## config.mk

```make
export PLATFORM = sky130hd
export DESIGN_NAME = srfp_cmd_q
export DESIGN_NICKNAME = d
export VERILOG_FILES = /design/src/rtl/srfp_pkg.sv /design/src/rtl/srfp_cmd_q.sv
export SDC_FILE = /design/constraint.sdc
export NUM_CORES = 1
export LEC_CHECK = 0
export ABC_AREA = 1
export BUFFER_PORTS_ARGS = -buffer_cell sky130_fd_sc_hd__buf_4
export CORE_MARGIN = 3
export CORE_UTILIZATION = 47
export CTS_CLUSTER_DIAMETER = 200
export DETAILED_ROUTE_END_ITERATION = 10
export GPL_TIMING_DRIVEN = 0
export PLACE_DENSITY = 0.76
export RECOVER_POWER = 50
export SLEW_MARGIN = 20
export SYNTH_ARGS = -nofsm -noshare
export SYNTH_HDL_FRONTEND = slang
export SYNTH_SLANG_ARGS = --single-unit
```

## constraint.sdc

```tcl
create_clock -name clk_i -period 4.9 [get_ports clk_i]
set_input_delay 0.49 -clock clk_i [delete_from_list [all_inputs] [get_ports clk_i]]
set_output_delay 0.49 -clock clk_i [all_outputs]
set_load 0.02 [all_outputs]
```

## src/rtl/srfp_pkg.sv

```systemverilog
// Shared types, constants and helpers for the sample ring / frame packer.
// No dependencies.
`timescale 1ns / 1ps

package srfp_pkg;

  // Ring and frame geometry
  localparam int unsigned RING_DEPTH  = 4096;
  localparam int unsigned CHANNELS    = 4;
  localparam int unsigned FRAME_BYTES = 384;
  localparam int unsigned MAX_OUT     = 32;

  localparam int unsigned NUM_LANES   = 4;
  localparam int unsigned CODE_W      = 24;
  localparam int unsigned PTR_W       = $clog2(RING_DEPTH);

  // Most sets popped per drain request
  localparam int unsigned FRAME_SETS  = FRAME_BYTES / (3 * CHANNELS);
  localparam int unsigned DRAIN_LIMIT = (FRAME_SETS > MAX_OUT) ? MAX_OUT : FRAME_SETS;
  localparam int unsigned DRAIN_CNT_W = $clog2(DRAIN_LIMIT + 2);

  // Internal queue depths
  localparam int unsigned CMDQ_DEPTH  = 2;
  localparam int unsigned CMDQ_PTR_W  = $clog2(CMDQ_DEPTH);
  localparam int unsigned CMDQ_CNT_W  = $clog2(CMDQ_DEPTH + 1);
  localparam int unsigned OUTQ_DEPTH  = 4;
  localparam int unsigned OUTQ_PTR_W  = $clog2(OUTQ_DEPTH);
  localparam int unsigned OUTQ_CNT_W  = $clog2(OUTQ_DEPTH + 1);

  // Input function codes
  localparam logic FUNC_PUSH  = 1'b0;
  localparam logic FUNC_DRAIN = 1'b1;

  // Result kinds
  localparam logic KIND_STATUS = 1'b0;
  localparam logic KIND_SAMPLE = 1'b1;

  typedef enum logic {
    CMD_PUSH  = 1'b0,
    CMD_DRAIN = 1'b1
  } cmd_op_e;

  typedef logic [NUM_LANES-1:0][CODE_W-1:0] chan_set_t;

  typedef struct packed {
    logic               func;
    logic signed [23:0] chan_a;
    logic signed [23:0] chan_b;
    logic signed [23:0] chan_c;
    logic signed [23:0] chan_d;
  } in_item_t;

  typedef struct packed {
    logic        kind;
    logic        accepted;
    logic [23:0] out_a;
    logic [23:0] out_b;
    logic [23:0] out_c;
    logic [23:0] out_d;
    logic [63:0] samples_seen;
    logic [31:0] samples_lost;
    logic        last;
  } out_item_t;

  // Classified request from the front end
  typedef struct packed {
    cmd_op_e   op;
    chan_set_t chans;
  } cmd_t;

  // Next ring slot, wrapping at the ring depth
  function automatic logic [PTR_W-1:0] ptr_next(input logic [PTR_W-1:0] p);
    return (p == PTR_W'(RING_DEPTH - 1)) ? '0 : p + 1'b1;
  endfunction

endpackage

```

## src/rtl/srfp_cmd_q.sv

```systemverilog
// Short request queue between the front end and the back end.
// Depends on srfp_pkg.
`timescale 1ns / 1ps

module srfp_cmd_q (
  input  logic           clk_i,
  input  logic           rst_ni,
  input  logic           wr_en_i,
  input  srfp_pkg::cmd_t wr_cmd_i,
  output logic           full_o,
  input  logic           rd_en_i,
  output logic           valid_o,
  output srfp_pkg::cmd_t rd_cmd_o
);

  srfp_pkg::cmd_t                    slot_q [srfp_pkg::CMDQ_DEPTH];
  logic [srfp_pkg::CMDQ_PTR_W-1:0]   wr_ptr_q, rd_ptr_q;
  logic [srfp_pkg::CMDQ_CNT_W-1:0]   cnt_q, cnt_d;
  logic                              do_wr, do_rd;

  assign full_o   = (cnt_q == srfp_pkg::CMDQ_CNT_W'(srfp_pkg::CMDQ_DEPTH));
  assign valid_o  = (cnt_q != '0);
  assign do_wr    = wr_en_i && !full_o;
  assign do_rd    = rd_en_i && valid_o;
  assign rd_cmd_o = slot_q[rd_ptr_q];

  always_comb begin
    cnt_d = cnt_q;
    if (do_wr && !do_rd) begin
      cnt_d = cnt_q + 1'b1;
    end else if (do_rd && !do_wr) begin
      cnt_d = cnt_q - 1'b1;
    end
  end

  // Pointers and fill count
  always_ff @(posedge clk_i or negedge rst_ni) begin
    if (!rst_ni) begin
      wr_ptr_q <= '0;
      rd_ptr_q <= '0;
      cnt_q    <= '0;
    end else begin
      cnt_q <= cnt_d;
      if (do_wr) begin
        wr_ptr_q <= (wr_ptr_q == srfp_pkg::CMDQ_PTR_W'(srfp_pkg::CMDQ_DEPTH - 1))
                    ? '0 : wr_ptr_q + 1'b1;
      end
      if (do_rd) begin
        rd_ptr_q <= (rd_ptr_q == srfp_pkg::CMDQ_PTR_W'(srfp_pkg::CMDQ_DEPTH - 1))
                    ? '0 : rd_ptr_q + 1'b1;
      end
    end
  end

  always_ff @(posedge clk_i) begin
    if (do_wr) begin
      slot_q[wr_ptr_q] <= wr_cmd_i;
    end
  end

endmodule

```

# After elaboration in Yosys (flattened, before gate mapping)

Memories as Yosys holds them, arrays and structs flattened.
Cells that the tools add are included.

Register bits: 4
Memory bits (writable): 194
Input port bits: 101
Output and inout bits: 99
Word-level logic and storage cells: 24
Memories: 1

Add/subtract/negate cells: 4
Eq/ne operators: 1
Multiplexer cells: 6
Reductions and logical operators: 9

Memory list:

| memory | depth | bits a word | rd ports | clocked after Yosys merged registers in | wr ports | line             | text |
|---|---|---|---|---|---|---|---|
| slot_q | 2     | 97          | 1        | 0                                       | 1        | srfp_cmd_q.sv:16 | `srfp_pkg::cmd_t slot_q [srfp_pkg::CMDQ_DEPTH];` |

Operators with widths:

| cell                                                               | count |
|---|---|
| 1-bit logical AND                                                  | 4 |
| 1-bit 2-to-1 mux                                                   | 4 |
| 2-bit 2-to-1 mux                                                   | 2 |
| 2-bit nonzero test                                                 | 2 |
| 1-bit logical NOT                                                  | 3 |
| 1-bit adder, second input constant                                 | 2 |
| 2-bit by 1-bit adder with 2-bit output, second input constant      | 1 |
| 2-bit equality test, second input constant                         | 1 |
| 2-bit by 1-bit subtractor with 2-bit output, second input constant | 1 |

# Logic depth before layout (Yosys ltp)

Depth in word-level cells: 7
Depth in mapped cells: 9
Depth with buffers taken out: 9

# Least setup slack after synthesis

Ideal clock, no wire load.

Path type: input to register
From: in wr_en_i
To: mem slot_q[1][0] in the netlist's numbering (enable)
Library setup time: 553 ps
Arrival time: 4,633 ps
Data required time: 4,347 ps
Setup slack: -286 ps
Stages on the path: 2
Buffers on the path: 0
Cells stage by stage: o21ai_0 nor2_1

Word-level cells in the longest chain between the ends: 3

Ends and longest elaborated chain:

| element                                | line             | text |
|---|---|---|
| start: declaration                     | srfp_cmd_q.sv:8  | `input logic wr_en_i,` |
| 1-bit logical AND                      | srfp_cmd_q.sv:23 | `assign do_wr = wr_en_i && !full_o;` |
| 1-bit 2-to-1 mux                       | srfp_cmd_q.sv:56 | `if (do_wr) begin` |
| 1-bit 2-to-1 mux (implied by the code) | srfp_cmd_q.sv:57 | `slot_q[wr_ptr_q] <= wr_cmd_i;` |
| end: declaration                       | srfp_cmd_q.sv:16 |  |

No other way between the ends.

# Worst setup path in the final report

From: reg cnt_q[1] in the netlist's numbering
To: mem slot_q[1][2] in the netlist's numbering (enable)

Word-level cells in the longest chain between the ends: 5

Ends and longest elaborated chain:

| element                                | line             | text |
|---|---|---|
| start: declaration                     | srfp_cmd_q.sv:18 | `logic [srfp_pkg::CMDQ_CNT_W-1:0] cnt_q, cnt_d;` |
| start signal: assignment               | srfp_cmd_q.sv:43 | `cnt_q <= cnt_d;` |
| 2-bit equality test                    | srfp_cmd_q.sv:21 | `assign full_o = (cnt_q == srfp_pkg::CMDQ_CNT_W'(srfp_pkg::CMDQ_DEPTH));` |
| 1-bit logical NOT                      | srfp_cmd_q.sv:23 |  |
| 1-bit logical AND                      | srfp_cmd_q.sv:23 |  |
| 1-bit 2-to-1 mux                       | srfp_cmd_q.sv:56 |  |
| 1-bit 2-to-1 mux (implied by the code) | srfp_cmd_q.sv:57 |  |

No other way between the ends.

==> run metrics <==
Critical R2R Launch=cnt_q[1]; post-route ant nets=0; Worst Tran Pin Value=1.70 ns; die area=17000 sq um; Net Count, Synth=640; initial antenna violation count=0; Synth Register Bits=198; drt pass-1 iters=4; Max clock buf depth=2; hold crit path type=in2reg; Met2 Wirelength=7.43 mm; clock skew=0.00850 ns; Worst setup SP type=flip-flop; routed length on met3=1.49 mm; r2r worst-path depth=5; CP Buf/Inv Count=3; DR iter-0 viols=335; Rows=44; CTS Hold Bufs=1; DP Area=9150 sq um; Worst EP arrival=2.78 ns; highest routed layer=met4; starting density of the core=49.0%; worst-path cell chain=inv_1 -> o21ai_0 -> nor2_1 -> buf_16 -> buf_12; CTS tree=yes; Fmax=376 MHz; Post-Synthesis Cells=538; total gr overflow=0; Core Footprint=14900 sq um; max_cap viols=1; Final Instance Area=9630 sq um; CP endpoint=slot_q[1][2]; # IOs=200; setup ws final=2.24 ns; Critical Path Max Stage Delay=1.28 ns; # setup viols final=0; CTS Buf Count=17; final hold slack=0.269 ns; post-synthesis sequential area ratio=81.4%; first-pass GRT wire length=23.1 mm; layout overhead on the synthesized area=32.3%; die height=130 microns; total track usage=18.0%; CP Max Fanout=26; Vias=4612; die width=130 microns; Synth cell types=14; reg2reg end=slot_q[1][2]; pwr dens=649 nW/um^2; Syn Std Cell Area=7280 sq um; Non-Filler Instances=959; RSZ-0062 raised after global routing=no; H-Tree Depth=4; IO Port Bufs=199; nature of the critical path endpoint=flip-flop; DRT Wirelength=15.1 mm; largest net degree at the start of global routing=57; Crit path max-delay family=simple AND/OR/NAND/NOR gates; Nets=864; status=finished with violations; ant diodes=0; DRC viols=0; critical path's slowest cell=nor2_1; M1 wire length=5.83 mm; GPL Wtd Cong=0.784; crit share post-route=54.3%; DP Worst Slack=2.88 ns; Syn Area/Cell=13.5 sq um; clock-pin slew on the worst setup and hold paths=0.07 ns; crit path launch=cnt_q[1]; Pwr Total=6250 uW; min cycle time layout=2.66 ns; Setup Buffers After CTS=0; relative max-transition margin=-13.6%; YS warnings=0; post-DR wirelength/cell=15.7 microns; Final Hold Viols=0; r2r setup slk=2.24 ns; WP depth=5; failing checks=max-capacitance violations, max-slew violations; share of post-route cells with drive strength above 1=29.2%; Via-to-Cell Ratio=4.81; Req. time, crit path=5.02 ns; Crit Path Class=reg2reg; # clock sinks=198; Detail Placement HPWL=10.3 mm; Placed Cells=926; maximum VDD drop=0.000348 V; vias in the first global route=4636; final max-slew violation count=13; clock latency on the worst-skew pair=0.42 ns; clock root cell=clkbuf_16; leakage=0.00407 uW; CTS resizes=0
-- per-layer routing --
metal  GRT usage, %  vias up
met1           21.0     2143
met5              0        -
met3           8.09       26
met4           5.99        0
met2           29.9      176
li1               -     2267
-- sequential cells by signal (all words and copies together), names as in the netlist --
register  flops
rd_ptr_q      1
wr_ptr_q      1
cnt_q         2
slot_q      194
-- cell usage in the layout, fill, tap and decap left out, drive strengths merged, types with 2 or more instances in the layout --
cell,n
nor2,3
clkinvlp,5
inv,10
clkinv,5
dfrtp,4
buf,127
bufinv,3
nand2,302
nand3,2
clkbuf,115
edfxtp,194
-- cells by family (layout without fill, tap and decap cells) --
family | Yosys count | after routing | share of synthesized area [%]
buffers and inverters | 29 | 266 | 2.29
and+or+nand+nor | 308 | 308 | 16.0
AOI/OAI and AO/OA | 1 | 1 | 0.0687
adders and majority gates | 1 | 1 | 0.172
DFF | 198 | 198 | 81.4
xor gates and xnor gates | 1 | 1 | 0.120
-- worst register-to-register path, cell delays in order, from the launching register on --
cell and delay, ns:
dfrtp_1 0.38, inv_1 0.10, o21ai_0 0.11, nor2_1 1.28, buf_16 0.27, buf_12 0.21
-- worst min-delay path by stage --
| stage | start | endpoint | slack, ns | cells after the start |
|---|---|---|---|---|
| 2_1_floorplan | rst_ni | cnt_q[0] | 0.19 | 0 |
| 3_3_place_gp | rst_ni | wr_ptr_q | 0.29 | 1 |
| 3_5_place_dp | rst_ni | rd_ptr_q | 0.29 | 1 |
| 4_1_cts | wr_cmd_i[68] | slot_q[1][68] | 0.23 | 1 |
| 5_1_grt | wr_cmd_i[68] | slot_q[1][68] | 0.25 | 1 |
| 6_report | wr_cmd_i[63] | slot_q[0][63] | 0.27 | 1 |
-- synth_stat cells (all sizes together) --
| cell type | count | area share, % |
|---|---|---|
| dfrtp | 4 | 1.4 |
| buf | 21 | 1.8 |
| xnor2 | 1 | 0.12 |
| ha | 1 | 0.17 |
| nor2 | 3 | 0.15 |
| edfxtp | 194 | 80 |
| nand2 | 302 | 16 |
| inv | 8 | 0.45 |
| o21ai | 1 | 0.069 |
| nand3 | 2 | 0.14 |
| nand4 | 1 | 0.086 |
-- area by class of cell --
cell class | count | area, sq um
buffer | 21 | 134
clock buffer | 17 | 425
clock inverter | 15 | 176
fill | 1102 | 5230
inverter | 8 | 36.3
multi-input combinational | 311 | 1190
sequential | 198 | 5930
tap | 184 | 230
timing repair buffer | 205 | 1520
-- report_power, final --
part           leakage, uW  switching (uW)  internal, uW
clock network     0.000281             597           805
logic              0.00193            1550           900
registers          0.00185            86.5          2300
total              0.00407            2240          4010
-- stage by stage --
stage | utilization [%] | TNS, ns
after floorplan | - | 0
after global placement | 60.6 | -4.04
after detailed placement | 61.5 | 0
after CTS | 65.6 | 0
after global routing | 64.8 | 0
final | 64.8 | 0
Note: power is estimated with default switching activity, not from simulation.
