[src/rtl/srfp_pkg.sv]
// Shared types, constants and helpers for the sample ring / frame packer.
// No dependencies.
`timescale 1ns / 1ps

package srfp_pkg;

  // Ring and frame geometry
  localparam int unsigned RING_DEPTH  = 4096;
  localparam int unsigned CHANNELS    = 4;
  localparam int unsigned FRAME_BYTES = 384;
  localparam int unsigned MAX_OUT     = 32;

  localparam int unsigned NUM_LANES   = 4;
  localparam int unsigned CODE_W      = 24;
  localparam int unsigned PTR_W       = $clog2(RING_DEPTH);

  // Most sets popped per drain request
  localparam int unsigned FRAME_SETS  = FRAME_BYTES / (3 * CHANNELS);
  localparam int unsigned DRAIN_LIMIT = (FRAME_SETS > MAX_OUT) ? MAX_OUT : FRAME_SETS;
  localparam int unsigned DRAIN_CNT_W = $clog2(DRAIN_LIMIT + 2);

  // Internal queue depths
  localparam int unsigned CMDQ_DEPTH  = 2;
  localparam int unsigned CMDQ_PTR_W  = $clog2(CMDQ_DEPTH);
  localparam int unsigned CMDQ_CNT_W  = $clog2(CMDQ_DEPTH + 1);
  localparam int unsigned OUTQ_DEPTH  = 4;
  localparam int unsigned OUTQ_PTR_W  = $clog2(OUTQ_DEPTH);
  localparam int unsigned OUTQ_CNT_W  = $clog2(OUTQ_DEPTH + 1);

  // Input function codes
  localparam logic FUNC_PUSH  = 1'b0;
  localparam logic FUNC_DRAIN = 1'b1;

  // Result kinds
  localparam logic KIND_STATUS = 1'b0;
  localparam logic KIND_SAMPLE = 1'b1;

  typedef enum logic {
    CMD_PUSH  = 1'b0,
    CMD_DRAIN = 1'b1
  } cmd_op_e;

  typedef logic [NUM_LANES-1:0][CODE_W-1:0] chan_set_t;

  typedef struct packed {
    logic               func;
    logic signed [23:0] chan_a;
    logic signed [23:0] chan_b;
    logic signed [23:0] chan_c;
    logic signed [23:0] chan_d;
  } in_item_t;

  typedef struct packed {
    logic        kind;
    logic        accepted;
    logic [23:0] out_a;
    logic [23:0] out_b;
    logic [23:0] out_c;
    logic [23:0] out_d;
    logic [63:0] samples_seen;
    logic [31:0] samples_lost;
    logic        last;
  } out_item_t;

  // Classified request from the front end
  typedef struct packed {
    cmd_op_e   op;
    chan_set_t chans;
  } cmd_t;

  // Next ring slot, wrapping at the ring depth
  function automatic logic [PTR_W-1:0] ptr_next(input logic [PTR_W-1:0] p);
    return (p == PTR_W'(RING_DEPTH - 1)) ? '0 : p + 1'b1;
  endfunction

endpackage

[src/rtl/srfp_front.sv]
// Front end: accepts input requests, classifies them and masks unused lanes.
// Depends on srfp_pkg.
`timescale 1ns / 1ps

module srfp_front (
  input  logic               clk_i,
  input  logic               rst_ni,
  input  logic               push,
  output logic               full,
  input  srfp_pkg::in_item_t in_data_i,
  output logic               cmd_valid_o,
  output srfp_pkg::cmd_t     cmd_o,
  input  logic               cmdq_full_i
);

  logic           valid_q, valid_d;
  srfp_pkg::cmd_t cmd_q, cmd_d;
  logic           take;
  logic           fwd;
  srfp_pkg::chan_set_t raw;

  // Hand the held request on whenever the command queue has room
  assign fwd  = valid_q && !cmdq_full_i;
  assign full = valid_q && cmdq_full_i;
  assign take = push && !full;

  // Classify and keep only the configured channels
  always_comb begin
    raw[0] = in_data_i.chan_a;
    raw[1] = in_data_i.chan_b;
    raw[2] = in_data_i.chan_c;
    raw[3] = in_data_i.chan_d;
    cmd_d.op = (in_data_i.func == srfp_pkg::FUNC_DRAIN) ? srfp_pkg::CMD_DRAIN
                                                          : srfp_pkg::CMD_PUSH;
    for (int j = 0; j < srfp_pkg::NUM_LANES; j++) begin
      cmd_d.chans[j] = (j < srfp_pkg::CHANNELS) ? raw[j] : '0;
    end
  end

  always_comb begin
    valid_d = valid_q;
    if (take) begin
      valid_d = 1'b1;
    end else if (fwd) begin
      valid_d = 1'b0;
    end
  end

  always_ff @(posedge clk_i or negedge rst_ni) begin
    if (!rst_ni) begin
      valid_q <= 1'b0;
    end else begin
      valid_q <= valid_d;
    end
  end

  always_ff @(posedge clk_i) begin
    if (take) begin
      cmd_q <= cmd_d;
    end
  end

  assign cmd_valid_o = valid_q;
  assign cmd_o       = cmd_q;

endmodule

[config.mk]
export PLATFORM = sky130hd
export DESIGN_NAME = srfp_front
export DESIGN_NICKNAME = d
export VERILOG_FILES = /design/src/rtl/srfp_pkg.sv /design/src/rtl/srfp_front.sv
export SDC_FILE = /design/constraint.sdc
export NUM_CORES = 1
export LEC_CHECK = 0
export ABC_AREA = 1
export CAP_MARGIN = 10
export CORE_ASPECT_RATIO = 0.7
export CORE_MARGIN = 2
export CORE_UTILIZATION = 49
export DETAILED_ROUTE_END_ITERATION = 8
export DONT_BUFFER_PORTS = 1
export PLACE_DENSITY_LB_ADDON = 0.05
export SETUP_SLACK_MARGIN = 0.1
export SYNTH_ARGS = -nofsm -noshare
export SYNTH_HDL_FRONTEND = slang
export SYNTH_SLANG_ARGS = --single-unit
[constraint.sdc]
create_clock -name clk_i -period 6.9 [get_ports clk_i]
set_input_delay 0.69 -clock clk_i [delete_from_list [all_inputs] [get_ports clk_i]]
set_output_delay 0.69 -clock clk_i [all_outputs]
set_load 0.02 [all_outputs]
# Word-level counts from Yosys, hierarchy flattened
# Index checks and enable logic that the tools add are counted.
# word_totals
ff_bits	98
inputBits	101
out_inout_bits	99
word_cells	15
# classes
muxes	3
reduce_logical	6
# ops
cell	count
$logic_and 1x1->1	3
$mux 1	3
$logic_not 1->1	2
$reduce_bool 2->1	1

# Logic depth before layout (Yosys ltp)
# Gate-level depths: netlist of the first run.
# depth
word_depth	4
depth_mapped	2
ltp_nobuf	2

# Worst setup path before layout of the first run
# Ideal clock, no wire load.
# synth_path
path_kind	input-to-reg
startpoint	input push
endpoint	register cmd_q, in the netlist cmd_o[0], enable pin
setup_time_ns	0.585
t_arrival_ns	5.415
t_required_ns	6.315
path_slack_ns	0.901
path_stages	2
path_buffers	0
path_cell_list	inv_1 -> a21oi_1
# synth_between
elab_chain_cells	1
# synth_lines
element	line	source
start: declaration	srfp_front.sv:8	input logic push,
$logic_and 1x1->1	srfp_front.sv:25	assign take = push && !full;
net take	srfp_front.sv:18	logic take;
end signal: assignment	srfp_front.sv:59	cmd_q <= cmd_d;
end: declaration	srfp_front.sv:17	srfp_pkg::cmd_t cmd_q, cmd_d;
# The timed path passes the listed nets, and every way through them passes these cells.
# A chain may end at the register's enable or synchronous reset.

# Worst setup path after layout of the first run
# layout_path
startpoint	register valid_q, in the netlist cmd_valid_o
endpoint	register cmd_q, in the netlist cmd_o[65], enable pin
# layout_between
elab_chain_cells	3
# layout_lines
element	line	source
start: declaration	srfp_front.sv:16	logic valid_q, valid_d;
start signal: assignment	srfp_front.sv:53	valid_q <= valid_d;
$logic_and 1x1->1	srfp_front.sv:24	assign full = valid_q && cmdq_full_i;
$logic_not 1->1	srfp_front.sv:25	
$logic_and 1x1->1	srfp_front.sv:25	
net take	srfp_front.sv:18	
# The timed path passes the listed nets, and every way through them passes these cells.

==> impl_metrics.yaml, run 1 <==
setup_path:
  path_cells: "a21oi_4 > buf_4"
  required_ns: 6.86
  arrival_ns: 1.96
  slowest_delay_ns: 0.88
  end_kind: "flop"
  worstSetupStartpointType: "flop"
  path_delay_family: "buffers and inverters"
  crit_slowest_cell: "buf_4"
  crit_type: "flop to flop"
  path_max_fanout: 97
  path_buf_inv: 1
clock_network:
  cts_root_buf: "clkbuf_8"
  clkSlewWorstSetupHoldPaths_ns: 0.09
  ctsHoldBuffers: 0
  clk_latency_ns: 0.34
  post-cts-setup-buffer-count: 0
  cts.htree.levels: 3
  clk_path_buf_depth: 2
  cts_buffers: 9
  cts_resized: 0
  cts_tree: "built"
  clkSinkCount: 98
layout:
  fin_area_um2: 3263
  drive_above_1_share: 0.1250
  fillers: 412
  nets: 217
  insertedDiodeCount: 0
  syn_to_final_growth_pct: 10.32
  multi_input_area_um2: 23.77
  regArea_um2: 2938
timing:
  setup_violations: 0
  clock_skew_ns: 0.007606
  tightest_slew_ns: 1.162
  layout_min_cycle_time_ns: 1.999
  fin_tns_setup_ns: 0
  slew_headroom: 0.2256
  slew_viol_final: 0
  period_share: 0.2898
  max_clock_freq_mhz: 500.2
  rsz0062_at_grt: "no"
  hold_viol: 0
power:
  p_leak_uw: 0.001055
  powerDensity_nw_per_um2: 337.7
  peakVddDrop_v: 0.0001502
placed_design:
  routabilityCongestion: 0.6604
  portBuffers: 0
  dpl_cell_area_um2: 3070
  place_hpwl_um: 3942
global_routing:
  antenna_found_initial: 0
  grt_pass1_wl_um: 7465
  grt_use_total: 0.1613
  grt_start_max_net_pins: 98
  grt_pass1_vias: 1155
  grt_overflow: 0
outcome:
  status: "finished clean"
yosys:
  synth_common_cells: "edfxtp_1 (97), inv_1 (2), nand2_1 (2), a21oi_1 (1), dfrtp_1 (1)"
  synth_compound_area_frac: 0.001692
  synthAdderAreaFrac: 0
  synthXorXnorAreaFrac: 0
  postSynthAreaPerCell_um2: 28.72
  ys_types: 5
  synth_area_leader_cell: "edfxtp_1"
  ys_ff_latch: 98
  synth_area_leaders: "edfxtp_1 (98%), dfrtp_1 (0.85%), inv_1 (0.25%)"
  synth_top_family_by_area: "buffers and inverters"
  synth_ff_type: "edfxtp_1"
  yosysMostFrequentCell: "edfxtp_1"
  synthCells: 103
  synthArstFlopShare: 0.01020
  syn_area_um2: 2958
  synth_warnings: 0
  yosysSeqAreaShare: 0.9932
  muxShareOfSynthArea: 0
  synth_edf_count: 97
  netlist.area_leader.share: 0.9848
  synth_fp_nets: 204
  synth-simple-area-share: 0.002538
route:
  drt.antenna.violating_nets: 0
  firstDrtPassIters: 3
  vias: 1081
  drtIter0Drc: 66
  wl_per_cell_um: 27.65
  via_per_inst: 5.544
  wl_um: 5391
  drc: 0
die:
  die-area_um2: 6684
  rows: 23
  die_y_um: 69.01
  ios: 200
  core_area_um2: 5784
  initial_core_util: 0.5114
  die_w_um: 96.86
min_path:
  hold_path_class: "input pin to flop"
job:
  maxCapViolations: 0
-- final cells by class --
cell class,instances,area share
well taps,75,0.02876
multi-input cells,3,0.007285
flip-flops and latches,98,0.9003
clock inverters,6,0.01802
clock buffers,9,0.03796
inverters,2,0.002301
repair buffers,2,0.005368
-- routing by layer --
layer  global-route usage  share of wire  vias to the layer above
met3               0.1247           0.13                       15
li1                     -              -                      434
met5                    0              0                        -
met4              0.07512          0.027                        0
met1               0.1448           0.32                      522
met2               0.2654           0.52                      110
-- sequential cells by signal (all words and copies together), names as in the netlist --
register	cells
cmd_o	97
cmd_valid_o	1
-- cell families (layout without fill, tap and decap cells) --
group	count (synthesis)	count (layout)
DFF	98	98
and+or+nand+nor	2	2
buffers and inverters	2	19
AOI/OAI and AO/OA	1	1
-- power by group --
part | internal (µW) | switching [µW]
clock | 163 | 172
combinational | 1.54 | 15.0
sequential | 697 | 52.8
total | 862 | 240
-- placed cells by master (no fill, tap or decap), drive strengths merged --
master / instances
edfxtp: 97
dlygate4sd3: 1
inv: 2
bufinv: 1
clkinvlp: 1
clkinv: 4
a21oi: 1
buf: 1
nand2: 2
dfrtp: 1
clkbuf: 9
-- through the flow --
step	cells	power, µW	hold WS (ns)	utilization	setup WS, ns
after floorplan	103	774.3	0.3944	-	0.9006
after global placement	179	779.0	0.3944	0.5308	4.820
after detailed placement	179	780.8	0.3944	0.5308	4.748
after CTS	194	1114	0.008592	0.5624	4.930
after global routing	195	1149	0.4000	0.5641	4.781
final	195	1102	0.4354	0.5641	4.901
-- worst paths after layout --
kind | startpoint | to | slack, ns | cells past startpoint
setup / recovery | cmd_valid_o | cmd_o[65] | 4.90 | 2
hold / removal | in_data_i[78] | cmd_o[6] | 0.44 | 0
setup reg to reg | cmd_valid_o | cmd_o[65] | 4.90 | 2
hold reg to reg | cmd_valid_o | cmd_valid_o | 0.74 | 2
max in group asynchronous | rst_ni | cmd_valid_o | 6.22 | 1
min in group asynchronous | rst_ni | cmd_valid_o | 0.56 | 1
Note: power is estimated with default switching activity, not from simulation.
==> inputs of run 2 (changes only) <==
- clock period: 6.9 -> 1.6 ns (I/O delays scaled with it)
==> run 2 against run 1 <==
The flow now stops in clock tree synthesis (4_1_cts); synthesized area did not move; synthesized cell count did not move.
==> impl_metrics.yaml, run 2 <==
yosys:
  synthCells: 103
  yosysSeqAreaShare: 0.9932
  synth_area_leaders: "edfxtp_1 (98%), dfrtp_1 (0.85%), inv_1 (0.25%)"
  synth_warnings: 0
  synth_area_leader_cell: "edfxtp_1"
  synth_common_cells: "edfxtp_1 (97), inv_1 (2), nand2_1 (2), a21oi_1 (1), dfrtp_1 (1)"
  synth_edf_count: 97
  synth_ff_type: "edfxtp_1"
  postSynthAreaPerCell_um2: 28.72
  ys_types: 5
  netlist.area_leader.share: 0.9848
  synthArstFlopShare: 0.01020
  yosysMostFrequentCell: "edfxtp_1"
  ys_ff_latch: 98
  syn_area_um2: 2958
  synth_fp_nets: 204
clock_network:
  post-cts-setup-buffer-count: 0
  clkSinkCount: 98
  clk_path_buf_depth: 2
  cts_buffers: 9
  cts_resized: 0
  ctsHoldBuffers: 101
  cts_root_buf: "clkbuf_8"
  cts.htree.levels: 3
placed_design:
  place_hpwl_um: 3810
  portBuffers: 0
  routabilityCongestion: 0.6394
  place_ws_ns: 0.2671
die:
  initial_core_util: 0.5114
  rows: 23
  die_y_um: 69.01
  ios: 200
  die_w_um: 96.86
outcome:
  error: "[ERROR RSZ-0060] Max buffer count reached."
  lastStage: "clock tree synthesis (4_1_cts)"
  status: "did not finish"
[run 2: stage by stage]
stage / utilization / hold WS [ns] / instance area, µm² / TNS, ns / cells
after floorplan: - / -0.1356 / 2970 / -92.20 / 103
after global placement: 0.5367 / -0.1356 / 3104 / 0 / 180
after detailed placement: 0.5367 / -0.1356 / 3104 / 0 / 180
[run 2: cell families after synthesis]
family                 synth area share
DFF                              0.9932
and+or+nand+nor                0.002539
buffers and inverters          0.002539
AOI/OAI and AO/OA              0.001690
==> inputs of run 3 (changes only) <==
- CORE_ASPECT_RATIO: 0.7 -> not set
- CORE_UTILIZATION: 49 -> 34
- PLACE_DENSITY_LB_ADDON: 0.05 -> 0.15
- SETUP_SLACK_MARGIN: 0.1 -> not set
- clock period: 1.6 -> 2.08 ns (I/O delays scaled with it)
==> run 3 against run 2 <==
The flow now finishes without violations.
==> impl_metrics.yaml, run 3 (synthesis gave the netlist of run 1 again) <==
outcome:
  status: "finished clean"
power:
  peakVddDrop_v: 0.0003494
  powerDensity_nw_per_um2: 892.4
  p_leak_uw: 0.001471
  finalPower_uw: 3854
die:
  die-area_um2: 9461
  ios: 200
  initial_core_util: 0.3442
  die_w_um: 97.27
  die_y_um: 97.27
  core_area_um2: 8593
  rows: 34
timing:
  slew_headroom: 0.7307
  max_clock_freq_mhz: 703.8
  clock_skew_ns: 0.006102
  setup_violations: 0
  period_share: 0.6832
  hold_viol: 0
  tightest_slew_ns: 0.4039
  layout_min_cycle_time_ns: 1.421
  rsz0062_at_grt: "no"
  slew_viol_final: 0
route:
  drc: 0
  wl_per_cell_um: 18.70
  vias: 1480
  drt.antenna.violating_nets: 0
  firstDrtPassIters: 4
  wl_um: 6133
  drtIter0Drc: 48
  via_per_inst: 4.512
clock_network:
  clk_latency_ns: 0.35
  clkSlewWorstSetupHoldPaths_ns: 0.08
  cts.htree.levels: 3
  cts_root_buf: "clkbuf_8"
  cts_tree: "built"
  clkSinkCount: 98
  clk_path_buf_depth: 2
  cts_buffers: 9
  post-cts-setup-buffer-count: 0
global_routing:
  grt_start_max_net_pins: 66
  antenna_found_initial: 0
  grt_use_total: 0.1297
  grt_pass1_wl_um: 9004
  grt_overflow: 0
  grt_pass1_vias: 1586
placed_design:
  place_hpwl_um: 3907
  routabilityCongestion: 0.6862
  dpl.cell_count: 213
  portBuffers: 0
job:
  maxCapViolations: 0
setup_path:
  required_ns: 2.08
  arrival_ns: 1.42
  worstSetupStartpointType: "flop"
  path_max_fanout: 32
  crit_type: "flop to flop"
  end_kind: "flop"
layout:
  largest_register_ffs: 97
  fillers: 701
  nets: 317
  mostFrequentLayoutCell: "dlygate4sd3_1"
  layout.cells.non_filler: 328
  multi_input_area_um2: 23.77
  syn_to_final_growth_pct: 46.02
  insertedDiodeCount: 0
  drive_above_1_share: 0.07727
  final_cell_mix: "dlygate4sd3_1 (100), edfxtp_1 (97), clkbuf_8 (9)"
  regArea_um2: 2939
min_path:
  hold_path_class: "input pin to async pin"
[run 3: worst paths after layout]
kind | from | end | slack (ns) | cells past startpoint
max in group asynchronous | rst_ni | cmd_valid_o | 1.90 | 1
setup reg to reg | cmd_valid_o | cmd_o[88] | 0.66 | 2
min in group clk_i | cmdq_full_i | cmd_o[75] | 0.31 | 2
hold reg to reg | cmd_valid_o | cmd_o[75] | 0.96 | 2
setup / recovery | cmd_valid_o | cmd_o[88] | 0.66 | 2
hold / removal | rst_ni | cmd_valid_o | 0.06 | 1
[run 3: power breakdown]
| group | leakage (µW) | switching, µW | internal [µW] |
|---|---|---|---|
| clock | 0.0000856 | 603 | 553 |
| combinational | 0.000452 | 79.6 | 134 |
| sequential | 0.000934 | 175 | 2310 |
| total | 0.00147 | 858 | 3000 |
[run 3: critical path, stage by stage, from the launching register on]
cell,delay [ns]
dfrtp_2,0.48
a21oi_4,0.19
buf_4,0.39
[run 3: repair_timing]
action / 4_1_cts / 5_1_grt
hold buffers: 100 / 0
resized for setup: 0 / 0
hold endpoints to repair: 99 / 0
[run 3: area by class of cell]
| class | instances | share of cell area |
|---|---|---|
| Multi-Input combinational cell | 3 | 0.005504 |
| Clock buffer | 11 | 0.03042 |
| Tap cell | 108 | 0.03129 |
| Clock inverter | 4 | 0.01246 |
| Sequential cell | 98 | 0.6805 |
| Timing Repair Buffer | 102 | 0.2381 |
| Inverter | 2 | 0.001738 |
[run 3: stage by stage]
stage / setup slack, ns / instance area, µm² / hold slack [ns] / setup TNS (ns) / utilization
3_3_place_gp: 0.7288 / 3133 / -0.08755 / 0 / 0.3646
2_1_floorplan: -0.4705 / 2970 / -0.08759 / -45.64 / -
6_report: 0.6590 / 4319 / 0.06409 / 0 / 0.5026
3_5_place_dp: 0.6895 / 3133 / -0.08756 / 0 / 0.3646
4_1_cts: 0.6827 / 4319 / 0.04418 / 0 / 0.5026
5_1_grt: 0.6046 / 4319 / 0.03496 / 0 / 0.5026
[run 3: routing by layer]
metal	wire length, µm	GRT usage	vias to the layer above	share of wire
li1	-	-	638	-
met2	3229	0.2169	110	0.53
met3	692	0.07266	14	0.11
met5	0	0	-	0
met1	2046	0.1260	718	0.33
met4	165	0.07372	0	0.027
